File: config.mk
export PLATFORM = sky130hd
export DESIGN_NAME = joystick_updown_counter_seven_segment
export DESIGN_NICKNAME = d
export VERILOG_FILES = /design/src/hw/rtl/jsc_pkg.sv /design/src/hw/rtl/jsc_counter.sv /design/src/hw/rtl/jsc_out_buf.sv /design/src/hw/rtl/joystick_updown_counter_seven_segment.sv
export SDC_FILE = /design/constraint.sdc
export NUM_CORES = 1
export LEC_CHECK = 0
export ABC_AREA = 1
export BUFFER_PORTS_ARGS = -buffer_cell sky130_fd_sc_hd__buf_4
export CAP_MARGIN = 20
export CORE_MARGIN = 5
export CORE_UTILIZATION = 50
export CTS_CLUSTER_SIZE = 12
export DETAILED_ROUTE_END_ITERATION = 12
export GPL_TIMING_DRIVEN = 0
export PLACE_DENSITY_LB_ADDON = 0.12
export SYNTH_ARGS = -nofsm -noshare
export SYNTH_HDL_FRONTEND = slang
export SYNTH_HIERARCHICAL = 1
export SYNTH_SLANG_ARGS = --single-unit
File: constraint.sdc
create_clock -name clk -period 2.57 [get_ports clk]
set_input_delay 0.771 -clock clk [delete_from_list [all_inputs] [get_ports clk]]
set_output_delay 0.771 -clock clk [all_outputs]
set_load 0.01 [all_outputs]
File: src/hw/rtl/jsc_pkg.sv
// Package: shared types, constants and helpers for the joystick counter display.
`default_nettype none
package jsc_pkg;

  localparam int unsigned CountW = 14;
  localparam int unsigned XW     = 10;
  localparam int unsigned NumDig = 4;

  localparam logic [CountW-1:0] COUNT_MAX = 14'd9999;
  localparam logic [XW-1:0]     HI_RESET  = 10'd1000;
  localparam logic [XW-1:0]     LO_RESET  = 10'd13;

  localparam logic REG_HIGH_THR = 1'b0;
  localparam logic REG_LOW_THR  = 1'b1;

  typedef logic [3:0] bcd_t;
  typedef bcd_t [NumDig-1:0] bcd_vec_t;

  typedef struct packed {
    logic [NumDig-1:0] digit_enable_n;
    logic [7:0]        segments;
    logic [CountW-1:0] count_value;
  } result_t;

  function automatic logic [7:0] seg_of(input bcd_t d);
    logic [7:0] s;
    unique case (d)
      4'd0:    s = 8'h3F;
      4'd1:    s = 8'h06;
      4'd2:    s = 8'h5B;
      4'd3:    s = 8'h4F;
      4'd4:    s = 8'h66;
      4'd5:    s = 8'h6D;
      4'd6:    s = 8'h7D;
      4'd7:    s = 8'h27;
      4'd8:    s = 8'h7F;
      4'd9:    s = 8'h67;
      default: s = 8'h00;
    endcase
    return s;
  endfunction

  function automatic bcd_vec_t bcd_inc(input bcd_vec_t v);
    bcd_vec_t r;
    logic     c;
    r = v;
    c = 1'b1;
    for (int i = 0; i < NumDig; i++) begin
      if (c) begin
        if (v[i] == 4'd9) begin
          r[i] = 4'd0;
        end else begin
          r[i] = v[i] + 4'd1;
          c    = 1'b0;
        end
      end
    end
    return r;
  endfunction

  function automatic bcd_vec_t bcd_dec(input bcd_vec_t v);
    bcd_vec_t r;
    logic     b;
    r = v;
    b = 1'b1;
    for (int i = 0; i < NumDig; i++) begin
      if (b) begin
        if (v[i] == 4'd0) begin
          r[i] = 4'd9;
        end else begin
          r[i] = v[i] - 4'd1;
          b    = 1'b0;
        end
      end
    end
    return r;
  endfunction

endpackage
`default_nettype wire

File: src/hw/rtl/jsc_counter.sv
// Input register, threshold compare, count update and digit decode.
`default_nettype none
module jsc_counter import jsc_pkg::*; (
  input  wire logic              clk,
  input  wire logic              rst_n,
  input  wire logic              cfg_we,
  input  wire logic              cfg_index,
  input  wire logic [XW-1:0]     cfg_wdata,
  input  wire logic              in_valid,
  output logic                   in_stall,
  input  wire logic              in_new_sample,
  input  wire logic [XW-1:0]     in_joy_x,
  input  wire logic              in_button_n,
  input  wire logic              res_ready,
  output logic                   res_push,
  output result_t                res_data
);

  logic [XW-1:0]     hi_thr_r, lo_thr_r;
  logic              s1_valid_r;
  logic              s1_new_r, s1_btn_n_r;
  logic [XW-1:0]     s1_x_r;
  logic [CountW-1:0] count_r, count_nxt;
  bcd_vec_t          bcd_r, bcd_nxt;
  logic [1:0]        scan_r;
  logic              adv, take;

  assign adv      = s1_valid_r && res_ready;
  assign in_stall = s1_valid_r && !res_ready;
  assign take     = in_valid && !in_stall;

  always_ff @(posedge clk) begin
    if (!rst_n) begin
      hi_thr_r <= HI_RESET;
      lo_thr_r <= LO_RESET;
    end else if (cfg_we) begin
      unique case (cfg_index)
        REG_HIGH_THR: hi_thr_r <= cfg_wdata;
        REG_LOW_THR:  lo_thr_r <= cfg_wdata;
        default:      ;
      endcase
    end
  end

  always_ff @(posedge clk) begin
    if (!rst_n) begin
      s1_valid_r <= 1'b0;
    end else if (take || adv) begin
      s1_valid_r <= take;
    end
  end

  always_ff @(posedge clk) begin
    if (take) begin
      s1_new_r   <= in_new_sample;
      s1_x_r     <= in_joy_x;
      s1_btn_n_r <= in_button_n;
    end
  end

  always_comb begin
    count_nxt = count_r;
    bcd_nxt   = bcd_r;
    priority if (!s1_btn_n_r) begin
      count_nxt = '0;
      bcd_nxt   = '0;
    end else if (s1_new_r && (s1_x_r > hi_thr_r)) begin
      if (count_r < COUNT_MAX) begin
        count_nxt = count_r + 14'd1;
        bcd_nxt   = bcd_inc(bcd_r);
      end
    end else if (s1_new_r && (s1_x_r < lo_thr_r)) begin
      if (count_r != '0) begin
        count_nxt = count_r - 14'd1;
        bcd_nxt   = bcd_dec(bcd_r);
      end
    end else begin
      count_nxt = count_r;
      bcd_nxt   = bcd_r;
    end
  end

  always_ff @(posedge clk) begin
    if (!rst_n) begin
      count_r <= '0;
      bcd_r   <= '0;
      scan_r  <= '0;
    end else if (adv) begin
      count_r <= count_nxt;
      bcd_r   <= bcd_nxt;
      scan_r  <= scan_r + 2'd1;
    end
  end

  assign res_push                = adv;
  assign res_data.digit_enable_n = ~(4'b0001 << scan_r);
  assign res_data.segments       = seg_of(bcd_nxt[scan_r]);
  assign res_data.count_value    = count_nxt;

endmodule
`default_nettype wire

File: src/hw/rtl/jsc_out_buf.sv
// Two-entry output buffer: result register plus skid entry.
`default_nettype none
module jsc_out_buf import jsc_pkg::*; (
  input  wire logic    clk,
  input  wire logic    rst_n,
  input  wire logic    push,
  input  wire result_t push_data,
  output logic         ready,
  output logic         out_valid,
  input  wire logic    out_stall,
  output result_t      out_data
);

  logic    head_valid_r, head_valid_nxt;
  logic    skid_valid_r, skid_valid_nxt;
  result_t head_r, head_nxt;
  result_t skid_r, skid_nxt;
  logic    pop;

  assign ready     = !skid_valid_r;
  assign out_valid = head_valid_r;
  assign out_data  = head_r;
  assign pop       = head_valid_r && !out_stall;

  always_comb begin
    head_valid_nxt = head_valid_r;
    skid_valid_nxt = skid_valid_r;
    head_nxt       = head_r;
    skid_nxt       = skid_r;
    if (!head_valid_r || pop) begin
      if (skid_valid_r) begin
        head_valid_nxt = 1'b1;
        head_nxt       = skid_r;
        skid_valid_nxt = push;
        skid_nxt       = push_data;
      end else begin
        head_valid_nxt = push;
        head_nxt       = push_data;
      end
    end else if (push) begin
      skid_valid_nxt = 1'b1;
      skid_nxt       = push_data;
    end
  end

  always_ff @(posedge clk) begin
    if (!rst_n) begin
      head_valid_r <= 1'b0;
      skid_valid_r <= 1'b0;
    end else begin
      head_valid_r <= head_valid_nxt;
      skid_valid_r <= skid_valid_nxt;
    end
  end

  always_ff @(posedge clk) begin
    head_r <= head_nxt;
    skid_r <= skid_nxt;
  end

endmodule
`default_nettype wire

File: src/hw/rtl/joystick_updown_counter_seven_segment.sv
// Top level: joystick up/down decimal counter driving a 4-digit scanned display.
// An accepted item passes the input register and then the result register before its result is valid.
// Throughput: 1 item per cycle while out_stall is low; the result register plus a skid entry decouple out_stall.
// The count is kept in binary and BCD side by side, so digit decode is a table lookup.
// Reset (rst_n low, synchronous): count 0, scan at ones digit, thresholds 1000 and 13,
// both channels empty.
`default_nettype none
module joystick_updown_counter_seven_segment import jsc_pkg::*; (
  input  wire logic              clk,
  input  wire logic              rst_n,
  input  wire logic              cfg_we,
  input  wire logic              cfg_index,
  input  wire logic [XW-1:0]     cfg_wdata,
  input  wire logic              in_valid,
  output logic                   in_stall,
  input  wire logic              in_new_sample,
  input  wire logic [XW-1:0]     in_joy_x,
  input  wire logic              in_button_n,
  output logic                   out_valid,
  input  wire logic              out_stall,
  output logic [NumDig-1:0]      out_digit_enable_n,
  output logic [7:0]             out_segments,
  output logic [CountW-1:0]      out_count_value
);

  logic    res_ready, res_push;
  result_t res_data, out_data;

  jsc_counter u_counter (
    .clk           (clk),
    .rst_n         (rst_n),
    .cfg_we        (cfg_we),
    .cfg_index     (cfg_index),
    .cfg_wdata     (cfg_wdata),
    .in_valid      (in_valid),
    .in_stall      (in_stall),
    .in_new_sample (in_new_sample),
    .in_joy_x      (in_joy_x),
    .in_button_n   (in_button_n),
    .res_ready     (res_ready),
    .res_push      (res_push),
    .res_data      (res_data)
  );

  jsc_out_buf u_out_buf (
    .clk       (clk),
    .rst_n     (rst_n),
    .push      (res_push),
    .push_data (res_data),
    .ready     (res_ready),
    .out_valid (out_valid),
    .out_stall (out_stall),
    .out_data  (out_data)
  );

  assign out_digit_enable_n = out_data.digit_enable_n;
  assign out_segments       = out_data.segments;
  assign out_count_value    = out_data.count_value;

endmodule
`default_nettype wire
; ---- Word-level counts from Yosys, hierarchy flattened
; Memories as Yosys holds them, arrays and structs flattened.
; Cells that the tools add are included.
[word_totals]
regBits = 119
latchBits = 0
ram_bits = 0
rom_bits = 112
input_bits = 28
out_inout_bits = 28
wordCells = 130
memories = 1
[mem_list]
columns = name, words, width, read_ports, rd_ports_with_merged_regs, write_ports, line
row1 = (no name shown), 16, 7, 1, 0, 0, jsc_pkg.sv:27  ; unique case (d)
[op_classes]
addsub = 11
n_mul = 0
div = 0
n_lt_le_gt_ge = 4
n_eq_ne = 5
shifts = 1
muxes = 65
bitwise = 2
reduce_logical = 21
[ops]
columns = cell, count
row1 = $mux W26, 4
row2 = $mux W16, 5
row3 = $mux W14, 5
row4 = $mux W4, 15
row5 = $mux W1, 35
row6 = $add A4 B1 Y4 const B, 4
row7 = $eq A4 B4 Y1 const B, 4
row8 = $logic_not A4 Y1, 4
row9 = $sub A4 B1 Y4 const B, 4
row10 = $add A14 B1 Y14 const B, 1
row11 = $lt A14 B14 Y1 const B, 1
row12 = $reduce_bool A14 Y1, 1
row13 = $sub A14 B1 Y14 const B, 1
row14 = $gt A10 B10 Y1, 1
row15 = $lt A10 B10 Y1, 1
row16 = $bmux W4 S2, 1
row17 = $logic_and A1 B1 Y1, 6
row18 = $reduce_and A2 Y1, 3
row19 = $logic_not A1 Y1, 4
row20 = $not A4 Y4, 1
row21 = $shl A1 B2 Y4 const A, 1
row22 = $lt A2 B3 Y1 const B, 1
row23 = $add A2 B1 Y2 const B, 1
row24 = $logic_or A1 B1 Y1, 2
row25 = 3 further kinds, 3

; ---- Longest topological paths before layout
; An unclocked memory read counts as a cell.
[logic_depth]
word_depth = 26
depth_mapped = 26
mapped_depth_nobuf = 24

; ---- Hierarchy
; Netlist, hierarchy kept.
[modules_own_cells]
columns = module, n_inst, cells_each, area_each_um2, seq_area_each_um2
row1 = jsc_counter, 1, 918, 5868.1, 1421.4
row2 = jsc_out_buf, 1, 149, 2019.4, 1601.5

; ---- Worst setup path after synthesis
; No wires, ideal clock.
[synth_path]
path_kind = reg-to-reg
from = reg u_counter.s1_x_r[9]
to = reg u_out_buf.head_r (netlist bit u_out_buf/out_data[15]), data pin
setup_time_ps = 252
arrival_ps = 2553
t_required_ps = 2318
slack_ps = -235
path_stages_with_launch = 23
path_buffers = 2
synth_period_minus_slack_ps = 2805
path_cell_list = edfxtp_1 -> ha_1 -> nand2_1 -> nand3b_1 -> nor2_1 -> nand3_2 -> inv_2 -> buf_4 -> buf_2 -> nand2_1 -> nand2_1 -> nand2_1 -> nand3_1 -> nand3_1 -> nand2_2 -> inv_1 -> ha_1 -> inv_1 -> nand2_2 -> nand2_1 -> nand2_1 -> nand2_1 -> nand2_1
[synth_lines]
columns = element, line
row1 = from (decl), jsc_counter.sv:22  ; logic [XW-1:0] s1_x_r;
row2 = from (signal assigned), jsc_counter.sv:56  ; s1_x_r <= in_joy_x;
row3 = to (signal assigned), jsc_out_buf.sv:57  ; head_r <= head_nxt;
row4 = to (decl), jsc_out_buf.sv:16  ; result_t head_r, head_nxt;

==> qor.txt <==
Fin Hold WS = 0.4656 ns
FF+latch area = 3027 um^2
H-tree depth = 4
Synth cell types = 44
ANT cells = 0
Worst slack at placement = -0.6166 ns
CORE AREA = 15,660 um^2
Max Cap Viol = 0
Design Power = 6.280 mW
Slew HR = 53.05%
Root Buffer = clkbuf_16
Layout cells sized above 1 = 27.38%
Compound-cell area share of the yosys netlist = 11.28%
Leak = 4.634 nW
Placed insts = 1,339
Final WL = 21,020 um
Fin worst setup slack = -0.4062 ns
CTS tree = done
Synthesis Warnings = 6
Hold buffers post-CTS = 0
Peak Freq = 336.0 MHz
Flop-to-flop setup slack = -0.41 ns
Area share of fa/ha/maj cells after synthesis = 6.821%
Cell taking the most area after synthesis = edfxtp_1
PwrDens = 628.7 nW/um^2
Min-Delay Path Depth = 2
Final hold viol count = 0
Die Area = 18,390 um^2
Reg2Reg Capture Point = u_out_buf/out_data[17]
Gpl congestion = 0.9428
Layout Utilization = 63.80%
CP dominant cell by count = nand2_2
Nets = 1,245
Number of synthesized register bits = 119
Drt drc = 0
Antenna violations before repair = 0
Gate count after technology mapping = 1,067
Worst EP required = 2.75 ns
Worst skew pair latency = 0.43 ns
Ports = 56
Crit path kind = reg -> reg
WL per Instance = 14.98 um
CP arrival = 3.15 ns
Setup violations, final = 28
Port bufs = 55
Die height = 135.6 um
Via density = 5.314
Iter 0 DRT Violations = 623
Mux cell area share after synthesis = 0%
Hold path endpoint = u_counter/lo_thr_r[8]
DRT antenna net count = 0
Post-Syn Nets = 1,138
Number of fill cells = 1,384
Slowest cell on the critical path = edfxtp_1
Total number of vias = 7,455
Number of global-route vias before repair = 6,702
CP Max Fanout = 6
HP Class = reg -> reg
Max-slew violation count = 0
VDD IR max = 0.4633 mV
Synth Area in XOR/XNOR = 1.332%
Final Non-Filler Cells = 1,403
Post-synth top area share = 24.37%
Hold path startpoint = u_counter/lo_thr_r[8]
DR pass1 iterations = 6
Hpwl dp = 14,470 um
Simple-Gate Fraction of Synth Area = 32.84%
Worst-Margin Slew = 0.7035 ns
Crit end category = flop
Ranking of synthesized cells by area = edfxtp_1, nand2_1, dfxtp_1
Total congestion overflow = 0
Depth of the worst register-to-register path = 23
Mean Syn Cell Area = 7.392 um^2
Setup Skew = 0.01468 ns
Die width = 135.6 um
Largest net degree at the start of global routing = 30
Violated checks = negative setup slack
CP startpoint kind = flop
Critical Path Max Stage Delay = 0.45 ns
Cts bufs inserted = 17
Critical path, cell by cell = ha_1 > nand2_2 > a21oi_1 > nor2_2 > nand3_4 > inv_4 > buf_8 > buf_4 > nand2_4 > nand2_2 > nand3_2 > nand3_2 > nand3_2 > nand2_4 > inv_4 > ha_4 > inv_2 > nand2_2 > nand2_1 > nand2_1 > nand2_2 > nand2_2 > nand2_1
Area grow syn2layout = 26.63%
Largest family of logic cells by synthesized area = simple AND/OR/NAND/NOR gates
Sequential cell area fraction in the yosys report = 38.32%
Longest Clk Path Bufs = 2
Footprint of the multi-input gates = 4604 um^2
Reg clk slew, reported paths = 0.06 ns
Fin crit period = 2.976 ns
R2R Path Start = u_counter/s1_x_r[9]
Final period util = 115.8%
Family with the most delay on the worst path = simple AND/OR/NAND/NOR gates
Row count = 46
Worst Setup SP = u_counter/s1_x_r[9]
Status = complete, but fails checks
Clk sinks = 119
Synthesized cell area = 7888 um^2
Unrepaired setup endpoints after global routing = true
First-pass GRT wire length = 33,290 um
Initial Util = 50.38%
GRT Resource Usage Total = 22.79%
Buf/Inv on CP = 5
[worst max path at each step]
stage	end	slack, ns	cells after the start
floorplan	u_out_buf/out_data[17]	-0.1	21
global route	u_out_buf/out_data[17]	-0.54	23
CTS	u_out_buf/out_data[19]	-0.37	18
global placement	u_out_buf/out_data[17]	-0.58	21
detailed placement	u_out_buf/out_data[17]	-0.62	21
finish	u_out_buf/out_data[17]	-0.41	23
[metrics by stage]
step                TNS, ns  instance area (um^2)
floorplan           -0.2468                  7961
global placement     -19.48                  8645
detailed placement   -20.66                  8652
CTS                  -3.630                  9595
global route         -9.827                  9988
finish               -5.127                  9988
[synth_stat cells, drive strengths merged]
cell type and count:
a211oi 9, a21boi 1, a21oi 70, a221o 1, buf 29, clkbuf 15, clkinv 2, conb 1
dfxtp 55, edfxtp 64, ha 43, inv 113, nand2 397, nand3 81, nand3b 5, nand4 11
nor2 62, nor3 13, o211ai 10, o21a 1, o21ai 67, o22ai 1, or2 4, xnor2 1
xor2 11
[kinds of logic (layout without fill, tap and decap cells)]
logic type,after synthesis,after routing
compound gates,160,160
xor+xnor,12,12
fa+ha+maj,43,43
buf+inv,159,279
flops,119,119
other cells,1,1
simple gates,573,573
[registers in the layout, indices dropped and copies added (netlist names)]
| signal | cells |
|---|---|
| u_counter/s1_new_r | 1 |
| u_out_buf/skid_valid_r | 1 |
| u_counter/bcd_r | 16 |
| u_counter/s1_btn_n_r | 1 |
| u_counter/s1_valid_r | 1 |
| u_counter/count_r | 14 |
| u_out_buf/out_valid | 1 |
| u_counter/hi_thr_r | 10 |
| u_counter/s1_x_r | 10 |
| u_counter/lo_thr_r | 10 |
| u_out_buf/out_data | 26 |
| u_out_buf/skid_r | 26 |
| u_counter/scan_r | 2 |
[what timing repair did]
item	CTS	global route
gates cloned	0	1
pin swaps	20	33
endpoints found under the setup margin	56	70
gates resized for setup	52	71
setup buffers	20	11
[worst reg2reg max path: cells and delay by family (launching register included)]
| family | cells | cell delay (ns) |
|---|---|---|
| flip-flops | 1 | 0.45 |
| adder cells (fa/ha/maj) | 2 | 0.60 |
| buffers and inverters | 5 | 0.40 |
| AO/OA/AOI/OAI | 1 | 0.06 |
| AND/OR/NAND/NOR | 15 | 1.19 |
[report_power, final]
part | internal [mW] | total, mW | switching, mW
Clock | 1.47 | 2.36 | 0.894
Sequential | 2.19 | 2.28 | 0.0833
Combinational | 0.649 | 1.64 | 0.989
[cells in the final DEF, fill, tap and decap left out, types with 8 or more instances in the layout]
master and n:
a211oi_1 9, nand3_4 8, nand4_1 11, clkbuf_1 14
nand2_1 352, buf_8 8, nand2_4 8, xor2_1 11
o21ai_1 12, buf_4 85, nand2_2 37, o211ai_1 10
buf_6 14, ha_4 8, a21oi_1 51, inv_2 23
ha_1 33, clkbuf_16 18, a21oi_2 17, nand3_1 46
nor3_1 10, dfxtp_1 52, buf_2 9, edfxtp_1 64
o21ai_0 49, nor2_4 12, nor2_1 40, inv_1 87
nor2_2 9, nand3_2 27
[area by class of cell]
type                    count  share of cell area [%]
inverters                 115                   4.409
well taps                 216                   2.706
plain buffers              43                   3.545
repair buffers             89                   7.090
clock buffers              20                   4.572
flip-flops and latches    119                   30.30
clock inverters            12                   1.278
multi-input cells         789                   46.10
[layer usage]
metal  GRT usage, %  up-vias  wire, um
met2          36.59      298      9775
met1          30.79     3407      9141
met4          8.063        0       475
li1               -     3700         -
met5              0        -         0
met3          4.458       50      1630
No activity file was read; power rests on OpenSTA's default activity.
